`config.mk`:
```
export PLATFORM = sky130hd
export DESIGN_NAME = tlv_blob_parser
export DESIGN_NICKNAME = d
export VERILOG_FILES = /design/src/rtl/tbp_pkg.sv /design/src/rtl/tbp_front.sv /design/src/rtl/tbp_queue.sv /design/src/rtl/tbp_back.sv /design/src/rtl/tlv_blob_parser.sv
export SDC_FILE = /design/constraint.sdc
export NUM_CORES = 1
export LEC_CHECK = 0
export BUFFER_PORTS_ARGS = -buffer_cell sky130_fd_sc_hd__buf_2
export CAP_MARGIN = 40
export CORE_MARGIN = 5
export CORE_UTILIZATION = 50
export DETAILED_ROUTE_END_ITERATION = 6
export PLACE_DENSITY = 0.69
export SLEW_MARGIN = 15
export SYNTH_ARGS = -nofsm -noshare
export SYNTH_HDL_FRONTEND = slang
export SYNTH_SLANG_ARGS = --single-unit
```
`constraint.sdc`:
```
create_clock -name clk -period 5.6 [get_ports clk]
set_clock_uncertainty 0.15 [all_clocks]
set_input_delay 0.56 -clock clk [delete_from_list [all_inputs] [get_ports clk]]
set_output_delay 0.56 -clock clk [all_outputs]
set_load 0.03 [all_outputs]
```
`src/rtl/tbp_pkg.sv`:
```
package tbp_pkg;

  // blob geometry
  localparam int BLOB_BYTES = 4096;
  localparam int POS_W      = $clog2(BLOB_BYTES + 1);
  localparam int SUM_W      = ((POS_W > 16) ? POS_W : 16) + 2;

  localparam logic [POS_W-1:0] POS_END  = POS_W'(BLOB_BYTES);
  localparam logic [POS_W-1:0] POS_LAST = POS_W'(BLOB_BYTES - 1);
  localparam logic [SUM_W-1:0] SUM_END  = SUM_W'(BLOB_BYTES);

  // field limits
  localparam logic [11:0] TAG_OFF_MAX = 12'hfff;
  localparam logic [9:0]  ENTRY_MAX   = 10'h3ff;

  // header entry
  localparam logic [11:0] HDR_TAG_LEN = 12'd7;
  localparam logic [3:0]  HDR_MATCH   = 4'd7;
  localparam logic [15:0] HDR_VAL_LEN = 16'd2;
  localparam logic [7:0]  HDR_VAL0    = 8'hdd;
  localparam logic [7:0]  HDR_VAL1    = 8'hcc;

  // queue between front and back
  localparam int QDEPTH = 4;
  localparam int QPTR_W = $clog2(QDEPTH);
  localparam int QCNT_W = $clog2(QDEPTH + 1);

  typedef enum logic [2:0] {
    PH_TAG    = 3'd0,
    PH_LEN_LO = 3'd1,
    PH_LEN_HI = 3'd2,
    PH_VALUE  = 3'd3,
    PH_DONE   = 3'd4
  } phase_t;

  typedef enum logic [2:0] {
    KIND_TAG_CHAR = 3'd0,
    KIND_TAG_END  = 3'd1,
    KIND_LENGTH   = 3'd2,
    KIND_VALUE    = 3'd3,
    KIND_END      = 3'd4,
    KIND_AFTER    = 3'd5
  } kind_t;

  typedef enum logic [1:0] {
    ST_OK      = 2'd0,
    ST_HDR_BAD = 2'd1,
    ST_FAIL    = 2'd2
  } status_t;

  typedef struct packed {
    kind_t       kind;
    logic [7:0]  echo;
    logic [9:0]  entry;
    logic [11:0] offset;
    logic [15:0] length;
    status_t     status;
  } result_t;

  typedef struct packed {
    logic full;
    logic empty;
  } qstat_t;

  // expected header tag characters
  function automatic logic [7:0] hdr_char(input logic [2:0] idx);
    logic [7:0] c;
    case (idx)
      3'd0:    c = 8'h4d;
      3'd1:    c = 8'h46;
      3'd2:    c = 8'h47;
      3'd3:    c = 8'h44;
      3'd4:    c = 8'h41;
      3'd5:    c = 8'h54;
      3'd6:    c = 8'h41;
      default: c = 8'h00;
    endcase
    return c;
  endfunction

endpackage

```
`src/rtl/tbp_front.sv`:
```
module tbp_front (
  input  logic             clk,
  input  logic             rst,
  input  logic             in_valid,
  output logic             in_stall,
  input  logic [7:0]       blob_byte,
  input  logic             blob_start,
  input  tbp_pkg::qstat_t  qstat,
  output logic             push,
  output tbp_pkg::result_t push_data
);
  import tbp_pkg::*;

  phase_t             phase, phase_next;
  logic [POS_W-1:0]   blob_position, blob_position_next;
  logic [3:0]         header_match_count, header_match_count_next;
  logic [7:0]         length_low_byte, length_low_byte_next;
  logic [15:0]        value_length, value_length_next;
  logic [15:0]        value_remaining, value_remaining_next;
  logic [9:0]         current_entry, current_entry_next;
  logic [11:0]        tag_offset, tag_offset_next;
  status_t            status_code, status_code_next;

  // state seen by this byte, restart applied
  phase_t             c_phase;
  logic [POS_W-1:0]   c_pos;
  logic [3:0]         c_hmc;
  logic [7:0]         c_lenlo;
  logic [15:0]        c_vlen;
  logic [15:0]        c_vrem;
  logic [9:0]         c_entry;
  logic [11:0]        c_tagoff;
  status_t            c_status;

  logic               accept;
  logic               advance;
  logic               err;
  logic [15:0]        voff;
  logic [15:0]        vlen_new;

  assign in_stall = qstat.full;
  assign accept   = in_valid && !qstat.full;
  assign push     = accept;

  always_ff @(posedge clk) begin
    if (rst) begin
      phase              <= PH_TAG;
      blob_position      <= '0;
      header_match_count <= '0;
      length_low_byte    <= '0;
      value_length       <= '0;
      value_remaining    <= '0;
      current_entry      <= '0;
      tag_offset         <= '0;
      status_code        <= ST_OK;
    end else if (accept) begin
      phase              <= phase_next;
      blob_position      <= blob_position_next;
      header_match_count <= header_match_count_next;
      length_low_byte    <= length_low_byte_next;
      value_length       <= value_length_next;
      value_remaining    <= value_remaining_next;
      current_entry      <= current_entry_next;
      tag_offset         <= tag_offset_next;
      status_code        <= status_code_next;
    end
  end

  always_comb begin
    if (blob_start) begin
      c_phase  = PH_TAG;
      c_pos    = '0;
      c_hmc    = '0;
      c_lenlo  = '0;
      c_vlen   = '0;
      c_vrem   = '0;
      c_entry  = '0;
      c_tagoff = '0;
      c_status = ST_OK;
    end else begin
      c_phase  = phase;
      c_pos    = blob_position;
      c_hmc    = header_match_count;
      c_lenlo  = length_low_byte;
      c_vlen   = value_length;
      c_vrem   = value_remaining;
      c_entry  = current_entry;
      c_tagoff = tag_offset;
      c_status = status_code;
    end

    phase_next              = c_phase;
    blob_position_next      = c_pos;
    header_match_count_next = c_hmc;
    length_low_byte_next    = c_lenlo;
    value_length_next       = c_vlen;
    value_remaining_next    = c_vrem;
    current_entry_next      = c_entry;
    tag_offset_next         = c_tagoff;
    status_code_next        = c_status;

    advance  = 1'b0;
    err      = 1'b0;
    voff     = c_vlen - c_vrem;
    vlen_new = {blob_byte, c_lenlo};

    push_data.kind   = KIND_AFTER;
    push_data.echo   = blob_byte;
    push_data.entry  = c_entry;
    push_data.offset = '0;

    if (c_phase == PH_DONE || c_pos >= POS_END) begin
      phase_next = PH_DONE;
    end else begin
      case (c_phase)
        PH_TAG: begin
          push_data.offset = c_tagoff;
          if (blob_byte == 8'h00) begin
            if (c_tagoff == '0) begin
              push_data.kind = KIND_END;
              if (c_entry == '0) status_code_next = ST_HDR_BAD;
              phase_next = PH_DONE;
            end else begin
              push_data.kind = KIND_TAG_END;
              if (SUM_W'(c_pos) + SUM_W'(3) >= SUM_END) begin
                err = 1'b1;
              end else if (c_entry == '0 &&
                           !(c_tagoff == HDR_TAG_LEN && c_hmc == HDR_MATCH)) begin
                err = 1'b1;
              end else begin
                phase_next = PH_LEN_LO;
              end
            end
          end else begin
            push_data.kind = KIND_TAG_CHAR;
            if (c_tagoff < HDR_TAG_LEN && 12'(c_hmc) == c_tagoff &&
                blob_byte == hdr_char(c_tagoff[2:0])) begin
              header_match_count_next = c_hmc + 4'd1;
            end
            if (c_tagoff < TAG_OFF_MAX) tag_offset_next = c_tagoff + 12'd1;
            if (c_pos == POS_LAST) err = 1'b1;
          end
        end
        PH_LEN_LO: begin
          push_data.kind       = KIND_LENGTH;
          length_low_byte_next = blob_byte;
          value_length_next    = {8'h00, blob_byte};
          phase_next           = PH_LEN_HI;
        end
        PH_LEN_HI: begin
          push_data.kind    = KIND_LENGTH;
          push_data.offset  = 12'd1;
          value_length_next = vlen_new;
          if (SUM_W'(c_pos) + SUM_W'(1) + SUM_W'(vlen_new) >= SUM_END) begin
            err = 1'b1;
          end else if (c_entry == '0 && vlen_new != HDR_VAL_LEN) begin
            err = 1'b1;
          end else if (vlen_new == '0) begin
            advance = 1'b1;
          end else begin
            value_remaining_next = vlen_new;
            phase_next           = PH_VALUE;
          end
        end
        PH_VALUE: begin
          push_data.kind   = KIND_VALUE;
          push_data.offset = voff[11:0];
          if (c_entry == '0 &&
              ((voff == 16'd0 && blob_byte != HDR_VAL0) ||
               (voff == 16'd1 && blob_byte != HDR_VAL1))) begin
            err = 1'b1;
          end else begin
            value_remaining_next = c_vrem - 16'd1;
            if (c_vrem == 16'd1) advance = 1'b1;
          end
        end
        default: begin
          phase_next = PH_DONE;
        end
      endcase
    end

    if (err) begin
      status_code_next = (c_entry == '0) ? ST_HDR_BAD : ST_FAIL;
      phase_next       = PH_DONE;
    end

    push_data.length = (push_data.kind == KIND_TAG_CHAR ||
                        push_data.kind == KIND_TAG_END) ? 16'd0 : value_length_next;
    push_data.status = status_code_next;

    if (advance) begin
      if (c_entry < ENTRY_MAX) current_entry_next = c_entry + 10'd1;
      tag_offset_next         = '0;
      header_match_count_next = '0;
      value_length_next       = '0;
      value_remaining_next    = '0;
      phase_next              = PH_TAG;
    end

    if (c_pos < POS_END) blob_position_next = c_pos + POS_W'(1);
  end

endmodule

```
`src/rtl/tbp_queue.sv`:
```
module tbp_queue (
  input  logic             clk,
  input  logic             rst,
  input  logic             push,
  input  tbp_pkg::result_t push_data,
  input  logic             pop,
  output tbp_pkg::result_t head,
  output tbp_pkg::qstat_t  qstat
);
  import tbp_pkg::*;

  result_t            mem [QDEPTH];
  logic [QPTR_W-1:0]  wr_ptr;
  logic [QPTR_W-1:0]  rd_ptr;
  logic [QCNT_W-1:0]  count;

  assign qstat.full  = (count == QCNT_W'(QDEPTH));
  assign qstat.empty = (count == '0);
  assign head        = mem[rd_ptr];

  always_ff @(posedge clk) begin
    if (push) mem[wr_ptr] <= push_data;
  end

  always_ff @(posedge clk) begin
    if (rst) begin
      wr_ptr <= '0;
      rd_ptr <= '0;
      count  <= '0;
    end else begin
      if (push) wr_ptr <= wr_ptr + QPTR_W'(1);
      if (pop)  rd_ptr <= rd_ptr + QPTR_W'(1);
      case ({push, pop})
        2'b10:   count <= count + QCNT_W'(1);
        2'b01:   count <= count - QCNT_W'(1);
        default: count <= count;
      endcase
    end
  end

endmodule

```
`src/rtl/tbp_back.sv`:
```
module tbp_back (
  input  logic             clk,
  input  logic             rst,
  input  tbp_pkg::qstat_t  qstat,
  input  tbp_pkg::result_t head,
  output logic             pop,
  output logic             out_valid,
  input  logic             out_stall,
  output tbp_pkg::result_t out_data
);
  import tbp_pkg::*;

  // load the output register when it is empty or being taken
  assign pop = !qstat.empty && (!out_valid || !out_stall);

  always_ff @(posedge clk) begin
    if (rst) begin
      out_valid <= 1'b0;
    end else if (!out_valid || !out_stall) begin
      out_valid <= !qstat.empty;
    end
  end

  always_ff @(posedge clk) begin
    if (pop) out_data <= head;
  end

endmodule

```
`src/rtl/tlv_blob_parser.sv`:
```
// tlv_blob_parser: streaming tag/length/value parser for a fixed-size blob
//
// input channel: one blob byte per transaction (blob_byte), blob_start marks
//   the first byte of a new blob and restarts the parse at that byte
// output channel: one result transaction per input byte with the byte kind,
//   the echoed byte, entry number, offset in the tag or value, decoded value
//   length and parse status
// path: an accepted byte's result is written into the queue, then loaded into the output register
// throughput: one byte per cycle while the queue is not full; the front parser
//   computes its next phase state combinationally, so the rate is set by the queue and output register
// a four-deep queue sits between the parser and the output register, so the
//   input keeps flowing while the receiver stalls until the queue fills;
//   in_stall is high only while the queue is full
// under out_stall the output register holds its transaction unchanged
// reset empties the queue, drops out_valid and puts the parser at blob
//   position zero in the tag phase, as if blob_start had been seen
module tlv_blob_parser (
  input  logic        clk,
  input  logic        rst,
  input  logic        in_valid,
  output logic        in_stall,
  input  logic [7:0]  blob_byte,
  input  logic        blob_start,
  output logic        out_valid,
  input  logic        out_stall,
  output logic [2:0]  byte_kind,
  output logic [7:0]  echo_byte,
  output logic [9:0]  entry_number,
  output logic [11:0] field_offset,
  output logic [15:0] entry_length,
  output logic [1:0]  parse_status
);
  import tbp_pkg::*;

  // front to queue
  logic    push;
  result_t push_data;

  // queue to back
  logic    pop;
  result_t head;
  qstat_t  qstat;

  result_t out_data;

  // parser: classifies each byte and updates the phase state
  tbp_front u_front (
    .clk        (clk),
    .rst        (rst),
    .in_valid   (in_valid),
    .in_stall   (in_stall),
    .blob_byte  (blob_byte),
    .blob_start (blob_start),
    .qstat      (qstat),
    .push       (push),
    .push_data  (push_data)
  );

  // decouples the parser from output backpressure
  tbp_queue u_queue (
    .clk       (clk),
    .rst       (rst),
    .push      (push),
    .push_data (push_data),
    .pop       (pop),
    .head      (head),
    .qstat     (qstat)
  );

  // output register on the result channel
  tbp_back u_back (
    .clk       (clk),
    .rst       (rst),
    .qstat     (qstat),
    .head      (head),
    .pop       (pop),
    .out_valid (out_valid),
    .out_stall (out_stall),
    .out_data  (out_data)
  );

  assign byte_kind    = out_data.kind;
  assign echo_byte    = out_data.echo;
  assign entry_number = out_data.entry;
  assign field_offset = out_data.offset;
  assign entry_length = out_data.length;
  assign parse_status = out_data.status;

`ifndef SYNTHESIS
  // the header entry never reports a plain parse failure
  assert property (@(posedge clk) disable iff (rst)
    out_valid |-> !(entry_number == '0 && parse_status == ST_FAIL))
    else $error("parse failure reported inside header entry");

  // tag bytes carry no decoded length
  assert property (@(posedge clk) disable iff (rst)
    out_valid && (byte_kind == KIND_TAG_CHAR || byte_kind == KIND_TAG_END)
      |-> entry_length == '0)
    else $error("nonzero length on a tag byte");

  // length bytes sit at offset zero or one
  assert property (@(posedge clk) disable iff (rst)
    out_valid && byte_kind == KIND_LENGTH |-> field_offset <= 12'd1)
    else $error("length byte offset out of range");

  // a full queue must push back on the input
  assert property (@(posedge clk) disable iff (rst)
    qstat.full |-> in_stall && !push)
    else $error("push into a full queue");
`endif

endmodule

```
Word level (Yosys, flattened, before mapping)
Memories as Yosys holds them, arrays and structs flattened. A register that Yosys moved wholly into a read port is not among the register bits.
Cells that the tools add are included.
{ "word_totals": {"n_memories": 1, "in_bits": 13, "regBits": 92, "ramBits": 204, "rom_bits": 0, "out_inout_bits": 53, "latch_bits": 0} }
{ "classes": {"bitwise_logic": 0, "div_mod_pow": 0, "addsub": 13, "n_mux": 83, "mul": 0, "n_lt_le_gt_ge": 7, "reduce_logical": 31, "eq_ne": 24, "n_shift": 0} }
{ "memory_table": {"columns": ["name", "words", "word_bits", "read_ports", "rd_clocked_by_memory_dff", "write_ports", "line", "source"], "rows": [
  ["u_queue.mem", 4, 51, 1, 1, 1, "tbp_queue.sv:12", "result_t mem [QDEPTH];"]
]} }
{ "ops": {"columns": ["op", "n"], "rows": [
  ["16-bit 2-to-1 mux", 11],
  ["12-bit 2-to-1 mux", 7],
  ["16-bit one-hot mux with 2 select lines", 2],
  ["8-bit 2-to-1 mux", 6],
  ["3-bit 2-to-1 mux", 14],
  ["7-bit one-hot mux with 6 select lines", 1],
  ["18-bit by 13-bit >= comparator with 1-bit output, second input constant", 2],
  ["12-bit one-hot mux with 3 select lines", 1],
  ["16-bit by 1-bit equality test with 1-bit output, second input constant", 2],
  ["16-bit logical NOT", 2],
  ["10-bit 2-to-1 mux", 3],
  ["13-bit 2-to-1 mux", 2],
  ["4-bit 2-to-1 mux", 6],
  ["18-bit by 16-bit adder with 18-bit output", 1],
  ["1-bit 2-to-1 mux", 17],
  ["2-bit 2-to-1 mux", 8],
  ["16-bit by 2-bit != test with 1-bit output, second input constant", 1],
  ["8-bit != test, second input constant", 2],
  ["16-bit by 1-bit subtractor with 16-bit output, second input constant", 1],
  ["16-bit subtractor", 1],
  ["3-bit equality test, second input constant", 5],
  ["13-bit by 1-bit adder with 14-bit output, second input constant", 1],
  ["13-bit by 2-bit adder with 14-bit output, second input constant", 1],
  ["13-bit by 1-bit adder with 13-bit output, second input constant", 1],
  ["34 further kinds", 60]
]} }

Longest topological paths before layout
{ "logic_depth": {"ltp_word": 14, "ltp_mapped": 22, "depth_no_buf": 19} }

Cells and area by module
A second synthesis with hierarchy kept.
{ "unflattened": {"hier_cells": 1473, "hier_area_um2": 17331.6} }
{ "modules_own_cells": {"columns": ["mod", "instances", "seq_area_each_um2", "area_per_inst_um2", "cells_per_inst"], "rows": [
  ["tbp_front", 1, 1681.6, 7910.1, 1104],
  ["tbp_queue", 1, 6306.0, 7852.5, 314],
  ["tbp_back", 1, 1551.5, 1569.0, 55]
]} }

Worst setup path after synthesis
Ideal clock, no wire load.
{ "synth_path": {"path_type": "input port to flip-flop", "from": "input blob_start", "to": "register u_front.tag_offset[5]", "arrival_time_ns": 5.421, "slack_ns": -0.045, "stages": 20, "n_path_buf": 7, "required_ns": 5.376, "path_cell_list": "clkbuf_1 buf_1 clkbuf_1 buf_1 clkbuf_1 clkbuf_1 nor2b_1 ha_1 clkbuf_1 a21oi_2 o21ai_1 or4_1 nand3_1 a211oi_1 nor4_2 and3_1 o41ai_4 or3_1 or3_1 o21ai_0"} }
{ "synth_between": {"elab_chain_cells": 10, "word_cells_on_any_way": 42, "cone_classes": "4 x add/sub; 3 x order compare; 6 x eq/ne; 19 x mux; 10 x reduce/logical"} }
{ "synth_rtl": {"columns": ["element", "line", "source"], "rows": [
  ["start, declared", "tlv_blob_parser.sv:23", "input logic blob_start,"],
  ["parallel branches: the longest is 9 deep, another holds 18-bit by 16-bit adder with 18-bit output", null, null],
  ["12-bit 2-to-1 mux (*)", "tbp_front.sv:192", "if (advance) begin"],
  ["end signal, assigned", "tbp_front.sv:64", "tag_offset <= tag_offset_next;"],
  ["end, declared", "tbp_front.sv:21", "logic [11:0] tag_offset, tag_offset_next;"]
]} }
Mark *: on every way between the ends.
A chain may end at the register's enable or synchronous reset.

Worst setup path in the final report
{ "layout_path": {"from": "register u_front.blob_position[0]", "to": "register u_front.value_length[13]"} }
{ "layout_between": {"elab_chain_cells": 8, "word_cells_on_any_way": 11, "cone_classes": "2 x add/sub; 2 x order compare; 6 x mux; 1 x reduce/logical"} }
{ "layout_rtl": {"columns": ["element", "line", "source"], "rows": [
  ["start, declared", "tbp_front.sv:15", "logic [POS_W-1:0] blob_position, blob_position_next;"],
  ["start signal, assigned", "tbp_front.sv:58", "blob_position <= blob_position_next;"],
  ["13-bit 2-to-1 mux (*)", "tbp_front.sv:70", "if (blob_start) begin"],
  ["13-bit by 1-bit adder with 14-bit output", "tbp_front.sv:154", "if (SUM_W'(c_pos) + SUM_W'(1) + SUM_W'(vlen_new) >= SUM_END) begin"],
  ["18-bit by 16-bit adder with 18-bit output", "tbp_front.sv:154", null],
  ["18-bit by 13-bit >= comparator with 1-bit output", "tbp_front.sv:154", null],
  ["1-bit 2-to-1 mux", "tbp_front.sv:154", null],
  ["1-bit one-hot mux with 2 select lines", "tbp_front.sv:115", "case (c_phase)"],
  ["1-bit 2-to-1 mux", "tbp_front.sv:112", "if (c_phase == PH_DONE || c_pos >= POS_END) begin"],
  ["16-bit 2-to-1 mux (*)", "tbp_front.sv:192", null],
  ["end signal, assigned", "tbp_front.sv:61", "value_length <= value_length_next;"],
  ["end, declared", "tbp_front.sv:18", "logic [15:0] value_length, value_length_next;"]
]} }
Every way passes the cells marked *; elsewhere a longest branch is shown, timed or not.

==> metrics.md <==
| Metric | Value |
|---|---|
| Status | finished with violations |
| Failing checks | design-rule violations |
| CTS tree | built |
| Post-synth EDFFs | 255 |
| Seq/Total Area, Yosys | 0.5707 |
| Setup TNS | 0 ns |
| Period minus WS final | about 5.3 ns |
| Top FF cell, synth | edfxtp_1 |
| FP Rows | 66 |
| DP Wirelength | 29130 µm |
| Switch Pwr | ~2.3 mW |
| Initial Util | 0.5090 |
| First-pass DRT Iterations | 7 |
| Peak VDD IR | 308.0 µV |
| Commonest non-fill, non-tap cell in the layout | edfxtp_1 |
| Pleak | 6.748 nW |
| # DRC | 4 |
| Die area | around 37000 µm² |
| Int Pwr | about 5.3 mW |
| Ys Warns | 0 |
| Critical Path Sink Type | register |
| Syn Inst Count | 1414 |
| Yosys reg bits | 347 |
| Routed WL | 42900 µm |
| Startpoint types | register |
| Worst-Margin Slew | ~0.91 ns |
| Initial antenna violation count | 0 |
| Antenna diodes | 0 |
| Sw Ratio | 0.3008 |
| Root Driver | clkbuf_16 |
| Syn nets | ~1500 |
| Area grow syn2layout | 12.88% |
| # Max-Cap Violations | 0 |
| Layout Utilization | 0.5746 |
| GRT overflow | 0 |
| Post-route ant nets | 0 |
| Cell Pwr Density | 403.8 nW/µm² |
| Layout net count | 1540 |
| First-pass GRT wire length | 66820 µm |
| Final hold vios | 0 |
| Critical path data required time | 5.92 ns |
| Combinational power share | 0.219 |
| Total design power | 7.587 mW |
| Synth area leader | edfxtp_1 |
| CTS clock-pin slew for the worst setup and hold paths | 0.06 ns |
| Hold Crit Class | input port to register |
| Asr flop ratio synth | 0 |
| Crit path kind | register to register |
| Synth unique cells | 86 |
| Clock share of power | 0.329 |
| Critical path fanouts, max | 8 |
| Clk sinks | 347 |
| Share of layout cells above drive strength 1 | 0.1594 |
| RePlAce Congestion | 0.9726 |
| IO Port Bufs | 65 |
| Unrepaired setup endpoints after global routing | false |
| GRT Total Usage | 0.2327 |
| Die height | 192.5 µm |
| Top post-synthesis cells by area | edfxtp_1 (46%), dfxtp_1 (11%), mux4_2 (6.9%) |
| Final setup fails | 0 |
| Syn Std Cell Area | 16640 µm² |
| Total vias in the final route | 11900 |
| WL per Instance | between 20 and 25 µm |
| Clk_lat worst skew | 0.53 ns |
| CTS max path bufs | 3 |
| Top Ports | 66 |
| Sequential power share | 0.451 |
| Commonest cells after routing, fill and taps aside | edfxtp_1 (255), nor2_1 (159), nand2_1 (119) |
| Max Clock Freq | ~0.19 GHz |
| Avg Cell Area, Syn | 11.77 µm² |
| CTS Buf Count | 36 |
| Worst Path Arrival | 5.59 ns |
| Vias in the first global route | approximately 12000 |
| Post-CTS Hold Buffers | 0 |
| DIE WIDTH | 192.5 µm |
| H-tree Lvls | 2 |
| Worst slew margin | 0.3907 |
| Core ar. | roughly 33000 µm² |
| Vias per Instance | roughly 6 |
| Max-slew violations | 0 |
| Filler cells | 2680 |
| Yosys top cell area share | 0.4600 |
| DRT iter0 DRCs | approximately 1000 |
| Period utilisation layout | 0.9413 |
| Largest net degree at the start of global routing | 58 |
-- metrics by stage --
stage / cell area [µm²] / setup slack [ns] / instances / hold WS (ns)
6_report: 18790 / 0.3285 / 1948 / 0.1673
5_1_grt: 18790 / 0.02799 / 1948 / 0.1764
4_1_cts: 18770 / 0.2202 / 1947 / 0.1530
3_5_place_dp: 17540 / 0.2054 / 1882 / 0.3118
3_3_place_gp: 17510 / 0.2605 / 1878 / 0.3085
2_1_floorplan: 16650 / 0.06766 / 1414 / 0.2913
-- synthesized netlist by cell type (7+ instances only) --
cell type and instances:
a22o_1 7, nand3_1 39, and2_1 10, or4_1 9, nand4_1 24, xor2_1 18
nor2_1 159, or3_1 8, a32o_1 7, mux4_2 51, a211oi_1 11, nor3_1 35
xnor2_1 23, dfxtp_1 92, o21ai_0 51, nor2b_1 42, and3_1 19, nand2_1 119
edfxtp_1 255, buf_1 13, inv_1 31, nor4_1 14, a22oi_1 41, clkbuf_1 59
a31oi_1 7, a21oi_1 91, ha_1 45
-- sequential cells by signal, summed over array words and instances (netlist names), 4 cells and up --
register and count:
u_front.header_match_count 4, u_front.tag_offset 12, u_front.blob_position 13, u_front.length_low_byte 8, u_back.out_data 51, u_queue.mem 204, u_front.value_remaining 16, u_front.value_length 16
u_front.current_entry 10
-- logic make-up after synthesis --
| group | Yosys count | share of synthesized area |
|---|---|---|
| AOI/OAI and AO/OA | 298 | 0.1202 |
| xor gates and xnor gates | 41 | 0.02157 |
| adders and majority gates | 48 | 0.03744 |
| buffers and inverters | 108 | 0.02503 |
| DFF | 347 | 0.5707 |
| muxes | 60 | 0.07464 |
| and+or+nand+nor | 512 | 0.1504 |
-- final timing paths --
kind	slack [ns]	startpoint	end	cells after the start
max	0.33	u_front.blob_position[0]	u_front.value_length[13]	17
min	0.17	out_stall	u_back.out_valid	3
max reg2reg	0.33	u_front.blob_position[0]	u_front.value_length[13]	17
min reg2reg	0.33	u_front.current_entry[1]	u_front.current_entry[1]	2
-- power by group through the flow --
stage	registers [mW]	logic, mW	clock network, mW
floorplan	3.86	0.806	0
global placement	3.46	1.66	0
detailed placement	3.48	1.69	0
CTS	3.43	1.70	2.54
global route	3.46	1.79	2.65
finish	3.42	1.67	2.50
-- layout make-up --
| type | count | area (µm²) | area share |
|---|---|---|---|
| flip-flops and latches | 347 | 9504 | 0.5058 |
| multi-input cells | 959 | 6760 | 0.3598 |
| clock buffers | 44 | 950.9 | 0.05061 |
| repair buffers | 103 | 618.1 | 0.03290 |
| well taps | 442 | 553.0 | 0.02943 |
| clock inverters | 21 | 282.8 | 0.01505 |
| inverters | 32 | 120.1 | 0.006393 |
-- timing repair --
action / CTS / global route
buffers inserted: 0 / 0
setup endpoints to repair: 0 / 46
gates resized for setup: 0 / 3
-- worst max-delay path, cell delays in order (launching register included) --
cell and delay (ns):
dfxtp_1 0.46, nand4_1 0.20, nor3b_1 0.32, and2_1 0.27, nand4_1 0.14, nor4bb_2 0.46
xor2_1 0.13, ha_1 0.38, nand4_1 0.15, a221oi_1 0.45, o221ai_1 0.24, xnor2_1 0.30
nor2_1 0.09, nand3_1 0.17, o41ai_4 0.16, o31ai_4 0.39, nor2b_1 0.52, a22o_1 0.24
-- metal layers --
| layer | global-route usage | up-vias | part of all wire |
|---|---|---|---|
| met4 | 0.07680 | 0 | 0.032 |
| met5 | 0 | - | 0 |
| met2 | 0.3713 | 478 | 0.46 |
| met3 | 0.03853 | 98 | 0.076 |
| li1 | - | 5510 | - |
| met1 | 0.3277 | 5813 | 0.43 |
No activity file was read; power rests on OpenSTA's default activity.
